[src/hw/rtl/multi_standard_crc_engine_unit_defines.svh]
// assertion macros for the multi-standard crc engine
// included by the rtl modules that carry concurrent checks; no other dependencies
`ifndef MULTI_STANDARD_CRC_ENGINE_UNIT_DEFINES_SVH
`define MULTI_STANDARD_CRC_ENGINE_UNIT_DEFINES_SVH

// same-cycle implication, checks off while in reset
`define MSCRC_ASSERT_IMP(lbl, clk, rst_n, ante, cons, msg) \
  lbl: assert property (@(posedge clk) disable iff (!rst_n) (ante) |-> (cons)) else $error(msg);

// next-cycle implication, checks off while in reset
`define MSCRC_ASSERT_NXT(lbl, clk, rst_n, ante, cons, msg) \
  lbl: assert property (@(posedge clk) disable iff (!rst_n) (ante) |=> (cons)) else $error(msg);

`endif

[src/hw/rtl/mscrc_pkg.sv]
// shared types, constants and crc update functions for the crc engine
// no dependencies; imported by every rtl module of the block
`default_nettype none

package mscrc_pkg;

  localparam int unsigned QUEUE_DEPTH_DEF = 2;

  localparam logic [1:0]  VARIANT_RST = 2'd2;
  localparam logic [7:0]  POLY8       = 8'h07;
  localparam logic [15:0] POLY16      = 16'h1021;
  localparam logic [31:0] POLY32_REFL = 32'hEDB88320;
  localparam logic [7:0]  INIT8       = 8'h00;
  localparam logic [15:0] INIT16      = 16'hFFFF;
  localparam logic [31:0] INIT32      = 32'hFFFFFFFF;
  localparam logic [31:0] XOROUT32    = 32'hFFFFFFFF;

  typedef enum logic [2:0] {
    KIND_CRC8  = 3'b001,
    KIND_CRC16 = 3'b010,
    KIND_CRC32 = 3'b100
  } crc_kind_t;

  typedef struct packed {
    crc_kind_t  kind;
    logic [7:0] data;
    logic       last;
  } mscrc_item_t;

  typedef struct packed {
    logic        valid;
    mscrc_item_t item;
  } mscrc_xfer_t;

  function automatic logic [7:0] upd8(input logic [7:0] c_in, input logic [7:0] b);
    logic [7:0] c;
    c = c_in ^ b;
    for (int k = 0; k < 8; k++) begin
      c = c[7] ? ((c << 1) ^ POLY8) : (c << 1);
    end
    return c;
  endfunction

  function automatic logic [15:0] upd16(input logic [15:0] c_in, input logic [7:0] b);
    logic [15:0] c;
    c = c_in ^ {b, 8'h00};
    for (int k = 0; k < 8; k++) begin
      c = c[15] ? ((c << 1) ^ POLY16) : (c << 1);
    end
    return c;
  endfunction

  function automatic logic [31:0] upd32(input logic [31:0] c_in, input logic [7:0] b);
    logic [31:0] c;
    c = c_in ^ {24'h000000, b};
    for (int k = 0; k < 8; k++) begin
      c = c[0] ? ((c >> 1) ^ POLY32_REFL) : (c >> 1);
    end
    return c;
  endfunction

endpackage

`default_nettype wire

[src/hw/rtl/mscrc_front.sv]
// front end: holds the variant register, accepts input words and tags them
// with the decoded crc kind; depends on mscrc_pkg
`default_nettype none

module mscrc_front (
  input  wire                  clk,
  input  wire                  rst_n,
  input  wire                  cfg_wr_en,
  input  wire  [1:0]           cfg_wr_data,
  input  wire                  in_tvalid,
  output logic                 in_tready,
  input  wire  [7:0]           in_tdata,
  input  wire                  in_tlast,
  output mscrc_pkg::mscrc_xfer_t push,
  input  wire                  push_ready
);
  import mscrc_pkg::*;

  logic [1:0] variant_r;
  logic [1:0] variant_nxt;
  crc_kind_t  kind;

  always_comb begin
    variant_nxt = cfg_wr_en ? cfg_wr_data : variant_r;
  end

  always_ff @(posedge clk) begin
    if (!rst_n) begin
      variant_r <= VARIANT_RST;
    end else begin
      variant_r <= variant_nxt;
    end
  end

  // bit 1 wins, so code three runs as crc-32
  always_comb begin
    if (variant_r[1]) begin
      kind = KIND_CRC32;
    end else if (variant_r[0]) begin
      kind = KIND_CRC16;
    end else begin
      kind = KIND_CRC8;
    end
  end

  assign in_tready       = push_ready;
  assign push.valid      = in_tvalid;
  assign push.item.kind  = kind;
  assign push.item.data  = in_tdata;
  assign push.item.last  = in_tlast;

endmodule

`default_nettype wire

[src/hw/rtl/mscrc_queue.sv]
// short fifo between front and back end, registers only
// depends on mscrc_pkg and the assertion macro header
`default_nettype none

module mscrc_queue #(
  parameter int unsigned DEPTH = mscrc_pkg::QUEUE_DEPTH_DEF
) (
  input  wire                    clk,
  input  wire                    rst_n,
  input  mscrc_pkg::mscrc_xfer_t push,
  output logic                   push_ready,
  output mscrc_pkg::mscrc_xfer_t head,
  input  wire                    pop
);
  import mscrc_pkg::*;
  `include "multi_standard_crc_engine_unit_defines.svh"

  localparam int unsigned PTR_W = $clog2(DEPTH);
  localparam int unsigned CNT_W = $clog2(DEPTH + 1);
  localparam logic [PTR_W-1:0] PTR_LAST = PTR_W'(DEPTH - 1);
  localparam logic [CNT_W-1:0] CNT_FULL = CNT_W'(DEPTH);

  mscrc_item_t      slot_r [DEPTH];
  logic [PTR_W-1:0] wr_ptr_r, wr_ptr_nxt;
  logic [PTR_W-1:0] rd_ptr_r, rd_ptr_nxt;
  logic [CNT_W-1:0] count_r, count_nxt;
  logic             do_push;
  logic             do_pop;

  assign push_ready = (count_r != CNT_FULL);
  assign do_push    = push.valid && push_ready;
  assign do_pop     = pop && (count_r != '0);

  assign head.valid = (count_r != '0);
  assign head.item  = slot_r[rd_ptr_r];

  always_comb begin
    wr_ptr_nxt = wr_ptr_r;
    rd_ptr_nxt = rd_ptr_r;
    count_nxt  = count_r;
    if (do_push) begin
      wr_ptr_nxt = (wr_ptr_r == PTR_LAST) ? '0 : wr_ptr_r + 1'b1;
    end
    if (do_pop) begin
      rd_ptr_nxt = (rd_ptr_r == PTR_LAST) ? '0 : rd_ptr_r + 1'b1;
    end
    if (do_push && !do_pop) begin
      count_nxt = count_r + 1'b1;
    end else if (do_pop && !do_push) begin
      count_nxt = count_r - 1'b1;
    end
  end

  always_ff @(posedge clk) begin
    if (!rst_n) begin
      wr_ptr_r <= '0;
      rd_ptr_r <= '0;
      count_r  <= '0;
    end else begin
      wr_ptr_r <= wr_ptr_nxt;
      rd_ptr_r <= rd_ptr_nxt;
      count_r  <= count_nxt;
    end
  end

  always_ff @(posedge clk) begin
    if (do_push) begin
      slot_r[wr_ptr_r] <= push.item;
    end
  end

  `MSCRC_ASSERT_IMP(a_cnt_bound, clk, rst_n, 1'b1, count_r <= CNT_FULL, "queue count over depth")
  `MSCRC_ASSERT_NXT(a_cnt_up, clk, rst_n, do_push && !do_pop, count_r == $past(count_r) + 1'b1, "queue count did not grow on push")
  `MSCRC_ASSERT_NXT(a_cnt_dn, clk, rst_n, do_pop && !do_push, count_r == $past(count_r) - 1'b1, "queue count did not shrink on pop")

endmodule

`default_nettype wire

[src/hw/rtl/mscrc_back.sv]
// back end: keeps the running crc, updates it one byte a cycle unless the output
// stalls, and holds the finalized result in an output register; uses mscrc_pkg, macros
`default_nettype none

module mscrc_back (
  input  wire                    clk,
  input  wire                    rst_n,
  input  mscrc_pkg::mscrc_xfer_t head,
  output logic                   pop,
  output logic                   out_tvalid,
  input  wire                    out_tready,
  output logic [31:0]            out_tdata,
  output logic                   out_tlast
);
  import mscrc_pkg::*;
  `include "multi_standard_crc_engine_unit_defines.svh"

  logic [31:0] crc_r, crc_nxt;
  logic        start_r, start_nxt;
  logic        out_valid_r, out_valid_nxt;
  logic [31:0] out_crc_r, out_crc_nxt;
  logic        out_last_r, out_last_nxt;
  logic [31:0] crc_new;
  logic [31:0] crc_fin;

  // output slot is free or being drained this cycle
  assign pop = head.valid && (!out_valid_r || out_tready);

  always_comb begin
    case (head.item.kind)
      KIND_CRC8: begin
        crc_new = {24'h000000, upd8(start_r ? INIT8 : crc_r[7:0], head.item.data)};
        crc_fin = crc_new;
      end
      KIND_CRC16: begin
        crc_new = {16'h0000, upd16(start_r ? INIT16 : crc_r[15:0], head.item.data)};
        crc_fin = crc_new;
      end
      default: begin
        crc_new = upd32(start_r ? INIT32 : crc_r, head.item.data);
        crc_fin = crc_new ^ XOROUT32;
      end
    endcase
  end

  always_comb begin
    crc_nxt       = crc_r;
    start_nxt     = start_r;
    out_valid_nxt = out_valid_r;
    out_crc_nxt   = out_crc_r;
    out_last_nxt  = out_last_r;
    if (out_valid_r && out_tready) begin
      out_valid_nxt = 1'b0;
    end
    if (pop) begin
      crc_nxt       = crc_new;
      start_nxt     = head.item.last;
      out_valid_nxt = 1'b1;
      out_crc_nxt   = crc_fin;
      out_last_nxt  = head.item.last;
    end
  end

  always_ff @(posedge clk) begin
    if (!rst_n) begin
      crc_r       <= '0;
      start_r     <= 1'b1;
      out_valid_r <= 1'b0;
    end else begin
      crc_r       <= crc_nxt;
      start_r     <= start_nxt;
      out_valid_r <= out_valid_nxt;
    end
  end

  always_ff @(posedge clk) begin
    out_crc_r  <= out_crc_nxt;
    out_last_r <= out_last_nxt;
  end

  assign out_tvalid = out_valid_r;
  assign out_tdata  = out_crc_r;
  assign out_tlast  = out_last_r;

  `MSCRC_ASSERT_NXT(a_pop_fills, clk, rst_n, pop, out_valid_r, "output slot empty after pop")
  `MSCRC_ASSERT_NXT(a_start_tracks_last, clk, rst_n, pop, start_r == $past(head.item.last), "message start flag does not follow last")
  `MSCRC_ASSERT_NXT(a_crc8_width, clk, rst_n, pop && (head.item.kind == KIND_CRC8), crc_r[31:8] == 24'h000000, "crc-8 state wider than 8 bits")
  `MSCRC_ASSERT_IMP(a_no_pop_blocked, clk, rst_n, out_valid_r && !out_tready, !pop, "pop while output slot stalled")

endmodule

`default_nettype wire

[src/hw/rtl/multi_standard_crc_engine_unit.sv]
// path: an accepted word is written into a queue slot, then loaded into the output
// register, from which it leaves on the output stream
// throughput: one word per cycle while out_tready holds; the crc update loop in the
// back end is combinational, and the queue absorbs output stalls up to its depth
// reset: synchronous active-low rst_n clears the queue and output slot, sets the
// running crc to zero, arms the message-start flag and selects crc-32
`default_nettype none

module multi_standard_crc_engine_unit #(
  parameter int unsigned QUEUE_DEPTH = mscrc_pkg::QUEUE_DEPTH_DEF
) (
  input  wire         clk,
  input  wire         rst_n,
  input  wire         cfg_wr_en,
  input  wire  [1:0]  cfg_wr_data,  // crc_variant
  input  wire         in_tvalid,
  output logic        in_tready,
  input  wire  [7:0]  in_tdata,     // data_byte
  input  wire         in_tlast,     // last_byte
  output logic        out_tvalid,
  input  wire         out_tready,
  output logic [31:0] out_tdata,    // crc_value
  output logic        out_tlast     // message_done
);
  import mscrc_pkg::*;

  mscrc_xfer_t push;
  mscrc_xfer_t head;
  logic        push_ready;
  logic        pop;

  mscrc_front u_front (
    .clk        (clk),
    .rst_n      (rst_n),
    .cfg_wr_en  (cfg_wr_en),
    .cfg_wr_data(cfg_wr_data),
    .in_tvalid  (in_tvalid),
    .in_tready  (in_tready),
    .in_tdata   (in_tdata),
    .in_tlast   (in_tlast),
    .push       (push),
    .push_ready (push_ready)
  );

  mscrc_queue #(
    .DEPTH(QUEUE_DEPTH)
  ) u_queue (
    .clk       (clk),
    .rst_n     (rst_n),
    .push      (push),
    .push_ready(push_ready),
    .head      (head),
    .pop       (pop)
  );

  mscrc_back u_back (
    .clk       (clk),
    .rst_n     (rst_n),
    .head      (head),
    .pop       (pop),
    .out_tvalid(out_tvalid),
    .out_tready(out_tready),
    .out_tdata (out_tdata),
    .out_tlast (out_tlast)
  );

endmodule

`default_nettype wire

[config.mk]
export PLATFORM = sky130hd
export DESIGN_NAME = multi_standard_crc_engine_unit
export DESIGN_NICKNAME = d
export VERILOG_FILES = /design/src/hw/rtl/mscrc_pkg.sv /design/src/hw/rtl/mscrc_front.sv /design/src/hw/rtl/mscrc_queue.sv /design/src/hw/rtl/mscrc_back.sv /design/src/hw/rtl/multi_standard_crc_engine_unit.sv
export VERILOG_INCLUDE_DIRS = /design/src /design/src/hw/rtl
export SDC_FILE = /design/constraint.sdc
export NUM_CORES = 1
export LEC_CHECK = 0
export ABC_AREA = 1
export BUFFER_PORTS_ARGS = -buffer_cell sky130_fd_sc_hd__buf_2
export CAP_MARGIN = 30
export CORE_ASPECT_RATIO = 2
export CORE_MARGIN = 2
export CORE_UTILIZATION = 61
export DETAILED_ROUTE_END_ITERATION = 10
export PLACE_DENSITY = 0.8
export RECOVER_POWER = 100
export SYNTH_ARGS = -nofsm -noshare
export SYNTH_HDL_FRONTEND = slang
export SYNTH_SLANG_ARGS = --single-unit
[constraint.sdc]
create_clock -name clk -period 5 [get_ports clk]
set_clock_uncertainty 0.15 [all_clocks]
set_input_delay 0 -clock clk [delete_from_list [all_inputs] [get_ports clk]]
set_output_delay 0 -clock clk [all_outputs]
set_load 0.03 [all_outputs]
==> results_dict.tcl <==
set metrics [dict create \
    synth-compound-area-share 0.07535 \
    rrSetupSlack_ns 1.02 \
    drc_errors 0 \
    worstHoldPathCells 2 \
    wire_per_inst_um 17.40 \
    fin_crit_ns 3.979 \
    drt_iter0_markers 491 \
    most-common-layout-cells "nand2_1, nand3_1, nor2_1, edfxtp_1, inv_1" \
    r2r_cells 9 \
    worstPathArrival_ns 4.01 \
    worstHoldPathType "input port to flop" \
    gr-total-overflow 0 \
    drt_pass1_iterations 6 \
    grt_pass1_vias 5242 \
    setup_ws_ns 1.021 \
    end_kind "flop" \
    cts_sinks 98 \
    syn-num-nets 817 \
    final_common_cell "nand2_1" \
    place_congestion 1.039 \
    cts_tree "yes" \
    track_usage 0.3362 \
    rsz0062_at_grt "false" \
    final_max_slew_viol_count 0 \
    path_class "flop to flop" \
    grt_max_degree 54 \
    start_util 0.6232 \
    synth-xor-area-share 0.07907 \
    cts_buffers 9 \
    postCtsHoldBufs 17 \
    fin_util 0.6821 \
    crit_required_ns 5.03 \
    htreeDepth 3 \
    drt_wl_total_um 17330 \
    synth_edf_count 57 \
    synth-main-ff-cell "edfxtp_1" \
    clockBufferDepth 2 \
    setup_violations 0 \
    crit_path_start_kind "flop" \
    synthSimpleGateAreaFrac 0.3604 \
    synthArstFlopShare 0 \
    worst_pin_slew_ns 1.185 \
    cap_violations 0 \
    finalSetupTns_ns 0 \
    fin_nets 876 \
    n_antenna_cell 0 \
    post-cts-setup-buffer-count 0 \
    core_area_um2 9699 \
    cp_max_fo 16 \
    yosysUniqueCellTypes 40 \
    vias 5591 \
    netlist_instances 800 \
    regToRegEndpoint "u_back.out_tdata[18]$_DFFE_PP_" \
    dp_slack_ns 1.850 \
    ys_warn_count 0 \
    syn_to_final_growth_pct 9.460 \
    fp-row-count 51 \
    grt_pass1_wl_um 26670 \
    synth.area.mux_share 0 \
    dieArea_um2 10770 \
    die_h_um 144.8 \
    holdPathEnd "u_queue.slot_r[1][0]$_DFFE_PP_" \
    syn_area_um2 6045 \
    drive_gt1_frac 0.08333 \
    hold_path.startpoint "in_tlast" \
    numPortBuffers 50 \
    clk_pin_slew_ns 0.07 \
    slew_headroom 0.2091 \
    cts-resized-gates 0 \
    finalHoldViolCount 0 \
    status "completed" \
    synth_top_family_by_area "simple AND/OR/NAND/NOR gates" \
    ant_nets 0 \
    io_pins 51 \
    yosysSeqAreaShare 0.4190 \
    die_w_um 74.39 \
    synth-adder-area-share 0.002070 \
    cts-root-buf "clkbuf_16" \
    synth_seq_cells 98 \
    syn_area_per_cell_um2 7.556 \
    antenna_found_initial 0 \
    min_period_over_period 0.7959 \
    max_freq_mhz 251.3 \
    dp_hpwl_um 12900 \
    clk_latency_ns 0.35 \
    via_per_inst 5.613 \
]
[kinds of logic after synthesis]
kind of cell / after synthesis
fa+ha+maj: 1
flops: 98
compound gates: 83
buf+inv: 80
simple gates: 492
xor+xnor: 46
[metal layers]
| layer | routed length, um | vias up | GRT usage |
|---|---|---|---|
| met5 | 0 | - | 0 |
| met4 | 1231 | 0 | 0.2359 |
| met3 | 1003 | 66 | 0.04709 |
| met2 | 9252 | 261 | 0.5962 |
| met1 | 5843 | 2571 | 0.3493 |
| li1 | - | 2693 | - |
[Yosys cell counts (2+ instances only)]
cell type | number | share of area
a21o_1 | 2 | 0.0025
a21oi_1 | 44 | 0.036
a22oi_1 | 2 | 0.0025
a31oi_1 | 2 | 0.0021
and2_1 | 2 | 0.0021
buf_2 | 3 | 0.0025
buf_4 | 4 | 0.0050
buf_6 | 6 | 0.011
clkbuf_1 | 10 | 0.0062
dfxtp_1 | 41 | 0.14
edfxtp_1 | 57 | 0.28
inv_1 | 49 | 0.030
inv_2 | 5 | 0.0031
nand2_1 | 292 | 0.18
nand2_2 | 32 | 0.033
nand2_4 | 13 | 0.024
nand3_1 | 72 | 0.060
nand4_1 | 2 | 0.0021
nor2_1 | 67 | 0.042
nor2_2 | 2 | 0.0021
o211ai_1 | 3 | 0.0037
o21ai_0 | 18 | 0.015
o21ai_1 | 4 | 0.0033
o21bai_1 | 2 | 0.0025
o221ai_1 | 2 | 0.0029
o22ai_1 | 3 | 0.0031
or2_1 | 6 | 0.0062
xnor2_1 | 6 | 0.0087
xor2_1 | 33 | 0.048
xor2_2 | 5 | 0.013
xor2_4 | 2 | 0.0091
[flip-flops by register name (all words and copies together), names as in the netlist, named ones only]
register           count
u_back.crc_r          32
u_back.out_tdata      32
u_back.out_tlast       1
u_back.out_tvalid      1
u_back.start_r         1
u_front.variant_r      2
u_queue.count_r        2
u_queue.rd_ptr_r       1
u_queue.slot_r        24
u_queue.wr_ptr_r       1
[critical path, cell delays in order, from the launching register on]
cell and delay [ns]:
dfxtp_1 0.85, clkinvlp_2 0.60, nand2_1 0.19, nand2_1 0.30
xor2_1 0.77, nand2_2 0.08, nand2_1 0.30, xor2_1 0.27
nand2_1 0.11, a21oi_1 0.18
[final cells by class]
cell class,count,area (um^2)
clock buffer,10,229.0
tap,132,165.2
inverter,56,214.0
clock inverter,6,40.04
multi-input combinational,622,3014
fill,889,3083
timing repair buffer,72,421.7
sequential,98,2532
[through the flow]
| stage | cells | hold WS [ns] | area (um^2) |
|---|---|---|---|
| after detailed placement | 962 | 0.04141 | 6351 |
| after CTS | 995 | 0.2207 | 6790 |
| after global placement | 960 | 0.03799 | 6316 |
| final | 996 | 0.2360 | 6616 |
| after global routing | 996 | 0.2346 | 6616 |
| after floorplan | 800 | -0.05113 | 6045 |
[worst max path at each step]
stage / start / end / slack (ns) / cells after the start
after CTS: flop / u_back.crc_r[1]$_SDFFE_PN0P_ / 1.85 / 11
final: flop / u_back.out_tdata[18]$_DFFE_PP_ / 1.02 / 9
after global placement: flop / u_back.crc_r[1]$_SDFFE_PN0P_ / 1.82 / 10
after floorplan: u_back.out_tvalid$_SDFFE_PN0P_ / u_back.out_tdata[0]$_DFFE_PP_ / 2.44 / 4
after global routing: flop / u_back.out_tdata[18]$_DFFE_PP_ / 0.79 / 9
after detailed placement: flop / u_back.crc_r[0]$_SDFFE_PN0P_ / 1.85 / 8
Power is not shown: default switching activity piles up to over one toggle a cycle in this logic, so the estimate is an artifact.
